--- src/sv/lpd_pkg.sv ---
// shared types and constants for the largest differencing partition block
`timescale 1ns / 1ps

package lpd_pkg;

   localparam int VALUE_WIDTH = 64;

   typedef logic [VALUE_WIDTH-1:0] value_type;

   // the operation that every cell of the sorted chain carries out
   typedef enum logic [1:0] {
      CELL_HOLD,
      CELL_INSERT,
      CELL_SHIFT2
   } cell_op_type;

   typedef struct packed {
      cell_op_type op;
      value_type   operand;
   } cell_cmd_type;

endpackage

--- src/sv/lpd_cell.sv ---
// one cell of the descending sorted chain
`timescale 1ns / 1ps

module lpd_cell import lpd_pkg::*; (
   input  logic         clock,
   input  cell_cmd_type cmd,
   input  logic         occupied,
   input  logic         left_keep,
   input  value_type    left_value,
   input  value_type    far_value,
   output logic         keep,
   output value_type    value
);

   value_type value_ff;
   value_type value_in;

   // an occupied cell at least as large as the operand stays put on insert
   assign keep  = occupied && (value_ff >= cmd.operand);
   assign value = value_ff;

   always_comb begin
      case (cmd.op)
         CELL_INSERT: begin
            if (keep) begin
               value_in = value_ff;
            end else if (left_keep) begin
               value_in = cmd.operand;
            end else begin
               value_in = left_value;
            end
         end
         CELL_SHIFT2: value_in = far_value;
         default:     value_in = value_ff;
      endcase
   end

   always_ff @(posedge clock) begin
      value_ff <= value_in;
   end

endmodule

--- config.mk ---
export PLATFORM = sky130hd
export DESIGN_NAME = lpd_cell
export DESIGN_NICKNAME = d
export VERILOG_FILES = /design/src/sv/lpd_pkg.sv /design/src/sv/lpd_cell.sv
export SDC_FILE = /design/constraint.sdc
export NUM_CORES = 1
export LEC_CHECK = 0
export ABC_AREA = 1
export BUFFER_PORTS_ARGS = -buffer_cell sky130_fd_sc_hd__buf_2
export CAP_MARGIN = 25
export CELL_PAD_IN_SITES_DETAIL_PLACEMENT = 0
export CELL_PAD_IN_SITES_GLOBAL_PLACEMENT = 1
export CORE_ASPECT_RATIO = 0.5
export CORE_MARGIN = 3
export CORE_UTILIZATION = 32
export DETAILED_ROUTE_END_ITERATION = 10
export HOLD_SLACK_MARGIN = 0.15
export PLACE_DENSITY = 0.87
export SYNTH_ARGS = -nofsm -noshare
export SYNTH_HDL_FRONTEND = slang
export SYNTH_SLANG_ARGS = --single-unit
export TNS_END_PERCENT = 5
--- constraint.sdc ---
create_clock -name clock -period 3.4 [get_ports clock]
set_input_delay 0 -clock clock [delete_from_list [all_inputs] [get_ports clock]]
set_output_delay 0 -clock clock [all_outputs]
set_load 0.01 [all_outputs]
; ---- Word-level counts from Yosys, hierarchy flattened
; Cells that the tools add are included.
[word_totals]
memories = 0
latchBits = 0
in_bits = 197
rom_bits = 0
ram_bits = 0
register_bits = 64
[op_classes]
reduce_logical = 3
n_eq_ne = 3
muxes = 3
bitwise_logic = 0
addsub = 0
order_cmp = 1
mul = 0
n_div = 0
shifts = 0
[op_table]
columns = op, count
row1 = 2-to-1 mux 64 bit, 2
row2 = one-hot mux 64 bit (2 select lines), 1
row3 = >= comparator 64 bit, 1
row4 = "equality test 2 x 1 -> 1 bit, second input constant", 1
row5 = "equality test 2 bit, second input constant", 1
row6 = "inequality test 2 bit, second input constant", 1
row7 = AND reduction 2 bit, 1
row8 = nonzero test 2 bit, 1
row9 = logical AND 1 bit, 1

; ---- Logic depth before layout (Yosys ltp)
[depth]
depth_word = 4
mapped_depth = 18

; ---- Worst setup path before layout
; Ideal clock, no wire load.
[synth_timing]
kind = flip-flop to flip-flop
startpoint = register value_ff[55], in the netlist value[55]
endpoint = register value_ff[0], in the netlist value[0], enable pin
arrival_ns = 2.595
period_less_slack_ns = 3.283
path_stages_with_launch = 13
slack_ns = 0.117
path_cell_list = edfxtp_1 ha_1 nand2_1 nor2_2 nand3_2 nor2_4 nand2_2 nor3b_2 nand2_1 nand2_1 nand2_1 nand2_1 nand2_1
[synth_via]
elab_chain_len = 4
[synth_lines]
columns = item, line
row1 = from (decl), lpd_cell.sv:15  ; value_type value_ff;
row2 = from (signal assigned), lpd_cell.sv:39  ; value_ff <= value_in;
row3 = >= comparator 64 bit, lpd_cell.sv:19  ; assign keep = occupied && (value_ff >= cmd.operand);
row4 = logical AND 1 bit, lpd_cell.sv:19
row5 = inequality test 2 bit (no source line), n/a
row6 = AND reduction 2 bit (no source line), n/a
; No other way between the ends.
; A chain may end at the register's enable or synchronous reset.

; ---- Worst setup path in the final report
[layout_timing]
startpoint = input cmd[64] in the netlist's numbering
endpoint = register value_ff[6], in the netlist value[6], data pin
[layout_via]
elab_chain_len = 2
word_cells_on_any_way = 3
classes_between = eq/ne (2) / mux (1)
[layout_lines]
columns = item, line
row1 = from (decl), lpd_cell.sv:6  ; input cell_cmd_type cmd,
row2 = equality test 2 bit or equality test 2 x 1 -> 1 bit (tied branches), lpd_cell.sv:23  ; case (cmd.op)
row3 = one-hot mux 64 bit (2 select lines) (*), lpd_cell.sv:23
row4 = named net value_in[6], lpd_cell.sv:16  ; value_type value_in;
; The timed path passes the listed nets; every way through them passes the cells marked *.

==> summary.md <==
| Metric | Value |
|---|---|
| Critical Path RT | `between 3000 and 4000 ps` |
| Asr flop ratio synth | `0%` |
| Sum Neg Setup Slack | `0 ps` |
| Mapped cell area | `5150 um2` |
| Multiplexer share of the synthesized area | `0%` |
| Status | `complete, no violations` |
| Antenna diodes | `0` |
| PostCTS Resize Cnt | `0` |
| Synth warn | `0` |
| First-pass iteration count of the detailed router | `5` |
| CP max stage delay | `around 660 ps` |
| FILL cells | `1438` |
| Final Cycle Share | `just over 90%` |
| CTS Buf Count | `9` |
| Worst-Skew Late Latency | `320 ps` |
| Average vias per placed instance | `between 4 and 5` |
| PwrDens | `around 320 nW/um2` |
| Hold WC Path Type | `input pin to primary output` |
| # hold bufs at CTS | `roughly 170` |
| Post-synthesis instance total | `approximately 640` |
| GR Overflow Total | `0` |
| Final setup violation count | `0` |
| Placed insts | `about 1100` |
| Critical-path top delay cell | `nand2_2` |
| Layout cells sized above 1 | `27.9%` |
| CP Buf/Inv Count | `5` |
| Synth cell count leaders | `nand2_1 (194), inv_1 (76), nand3_1 (66)` |
| Critical Path End Type | `flop` |
| Largest family of logic cells by synthesized area | `simple AND/OR/NAND/NOR gates` |
| Compound-Gate Fraction of Synth Area | `13.5%` |
| Worst setup SP type | `input pin` |
| First-pass GRT wire length | `28500 um` |
| Max-cap violations | `0` |
| Adder-Cell Fraction of Synth Area | `15.5%` |
| Via count | `between 6000 and 7000` |
| DP HPWL | `between 10000 and 15000 um` |
| # H-tree levels | `3` |
| Slew HR | `between 40% and 50%` |
| Clock Pin Slew Worst Setup and Hold Paths | `around 50 ps` |
| Die width | `185 um` |
| Seq cells post-synth | `64` |
| Top FF cell, synth | `edfxtp_1` |
| TritonCTS clock tree | `built` |
| Row cnt | `32` |
| Crit path time final | `around 3100 ps` |
| CTS root buffer | `clkbuf_16` |
| RSZ-0062 raised after global routing | `no` |
| Critical path class | `input pin to flop` |
| Largest net degree at the start of global routing | `67` |
| Max reg flops | `64` |
| Number of port buffers | `roughly 260` |
| Max-slew violations | `0` |
| Post-Syn Nets | `around 900` |
| Vias in the first global route | `6071` |
| Crit path max fanout | `64` |
| Final Hold Fails | `0` |
| WL/cell | `roughly 15 um` |
| Post-route DRC | `0` |
| Leak Pwr | `between 4 and 5 nW` |
| Antenna-violating nets left | `0` |
| Most Frequent Cell on Critical Path | `dlygate4sd3_1` |
| Global placer's final weighted congestion | `about 0.82` |
| Clock sink total | `64` |
| Synth unique cells | `30` |
| DR iter-0 viols | `270` |
| Post-synth EDFFs | `between 60 and 70` |
| Post-route clock skew | `6.30 ps` |
| Setup Buffers After CTS | `0` |
| Clock Path Buffers | `2` |
| Yosys top cell area share | `between 30% and 40%` |
| Largest delay share family, worst path | `buffers and inverters` |
| Top-count cell post-synth | `nand2_1` |
| Synthesized area per cell | `8.03 um2` |
| Post-synthesis xor/xnor area fraction | `0%` |
| Maximum VDD drop | `roughly 260 uV` |
| Max Clk Rate | `roughly 330 MHz` |
| Top cells by area, synth | `edfxtp_1 (37%), ha_1 (16%), nand2_1 (14%), o211ai_1 (9.0%), nand3_1 (6.4%)` |
| Simple-gate area share of the yosys netlist | `between 20% and 30%` |
| Die H | `95.7 um` |
| Critical path arrival | `around 3200 ps` |
| Worst-Margin Slew | `slightly above 800 ps` |
| GRT Total Usage | `20.1%` |
| Syn-to-layout area delta | `65.9%` |
| Layout Cells excl Fill | `around 1300` |
| Nets@finish | `roughly 1300` |
| Crit-path cells | `buf_2 -> inv_4 -> nand2_2 -> buf_4 -> o211ai_1 -> dlygate4sd3_1 -> nand2_1 -> dlygate4sd3_1` |
| WL final | `~19000 um` |
| Synth area leader | `edfxtp_1` |
| Core Footprint | `15600 um2` |
| Die area | `17800 um2` |
| Initial antenna violation count | `0` |
| I/O pin cnt | `~260` |
| Initial core utilization | `33.1%` |
| Sequential area share after synthesis | `about 37%` |
## worst min-delay path, cell delays in order
cell and delay (ps):
buf_2 80, nand2_1 60, inv_1 60, buf_2 150
## placed cells by master (no fill, tap or decap), types with 2 or more instances in the layout
cell           Yosys  layout
o21ai_1            5       5
ha_1              64      64
clkbuf_16          0       9
buf_2             10     260
clkinv_1           1       4
nor2_1            21      21
nand4_1            3       3
dlygate4sd3_1      0     167
buf_4              0       5
nand2_2            3       5
o21a_1             3       3
edfxtp_1          64      64
nor2_4             2       2
o21ai_0            2       2
inv_2              3       3
nor2_2             2       2
clkbuf_1          18       2
a21o_1             3       3
a21oi_1           27      27
o211ai_1          62      62
nand3_1           66      66
nand2_1          194     192
inv_1             76      76
## metal layers
layer | vias up | part of all wire, % | track usage [%]
li1 | 3013 | - | -
met1 | 2808 | 41 | 22.9
met2 | 185 | 52 | 38.2
met3 | 50 | 4.0 | 3.51
met4 | 0 | 3.0 | 7.05
met5 | - | 0 | 0
## report_power, final
group	switching, mW	total (mW)	internal, mW
Combinational	0.450	0.931	0.481
Sequential	0.0371	1.00	0.968
Clock	0.333	0.818	0.485
## kinds of logic (layout without fill, tap and decap cells)
logic type | after synthesis | after routing
AOI/OAI and AO/OA | 104 | 104
adders and majority gates | 64 | 64
buffers and inverters | 115 | 530
DFF | 64 | 64
and+or+nand+nor | 295 | 295
## worst paths after layout
path,startpoint,endpoint,slack [ps],cells after the start
hold reg to reg,value[32],value[34],1390,8
setup reg to reg,value[15],value[3],860,14
setup / recovery,cmd[64],value[6],320,8
hold / removal,occupied,keep,360,4
## through the flow
step	setup WS, ps	power (mW)	instance area, um2	hold WS, ps	util (%)
after CTS	378	2.77	8550	352	54.9
after global routing	157	2.92	8550	379	54.9
after global placement	860	1.70	6590	301	42.3
after detailed placement	843	1.72	6620	307	42.5
after floorplan	117	1.43	5150	119	-
final	323	2.75	8550	357	54.9
## layout make-up
cell class | count | area (um2) | share of cell area [%]
inverters | 81 | 307 | 3.59
flip-flops and latches | 64 | 1920 | 22.5
repair buffers | 433 | 3040 | 35.5
clock buffers | 11 | 233 | 2.72
well taps | 204 | 255 | 2.99
clock inverters | 5 | 23.8 | 0.278
multi-input cells | 463 | 2770 | 32.4
(Power assumes the default switching activity.)
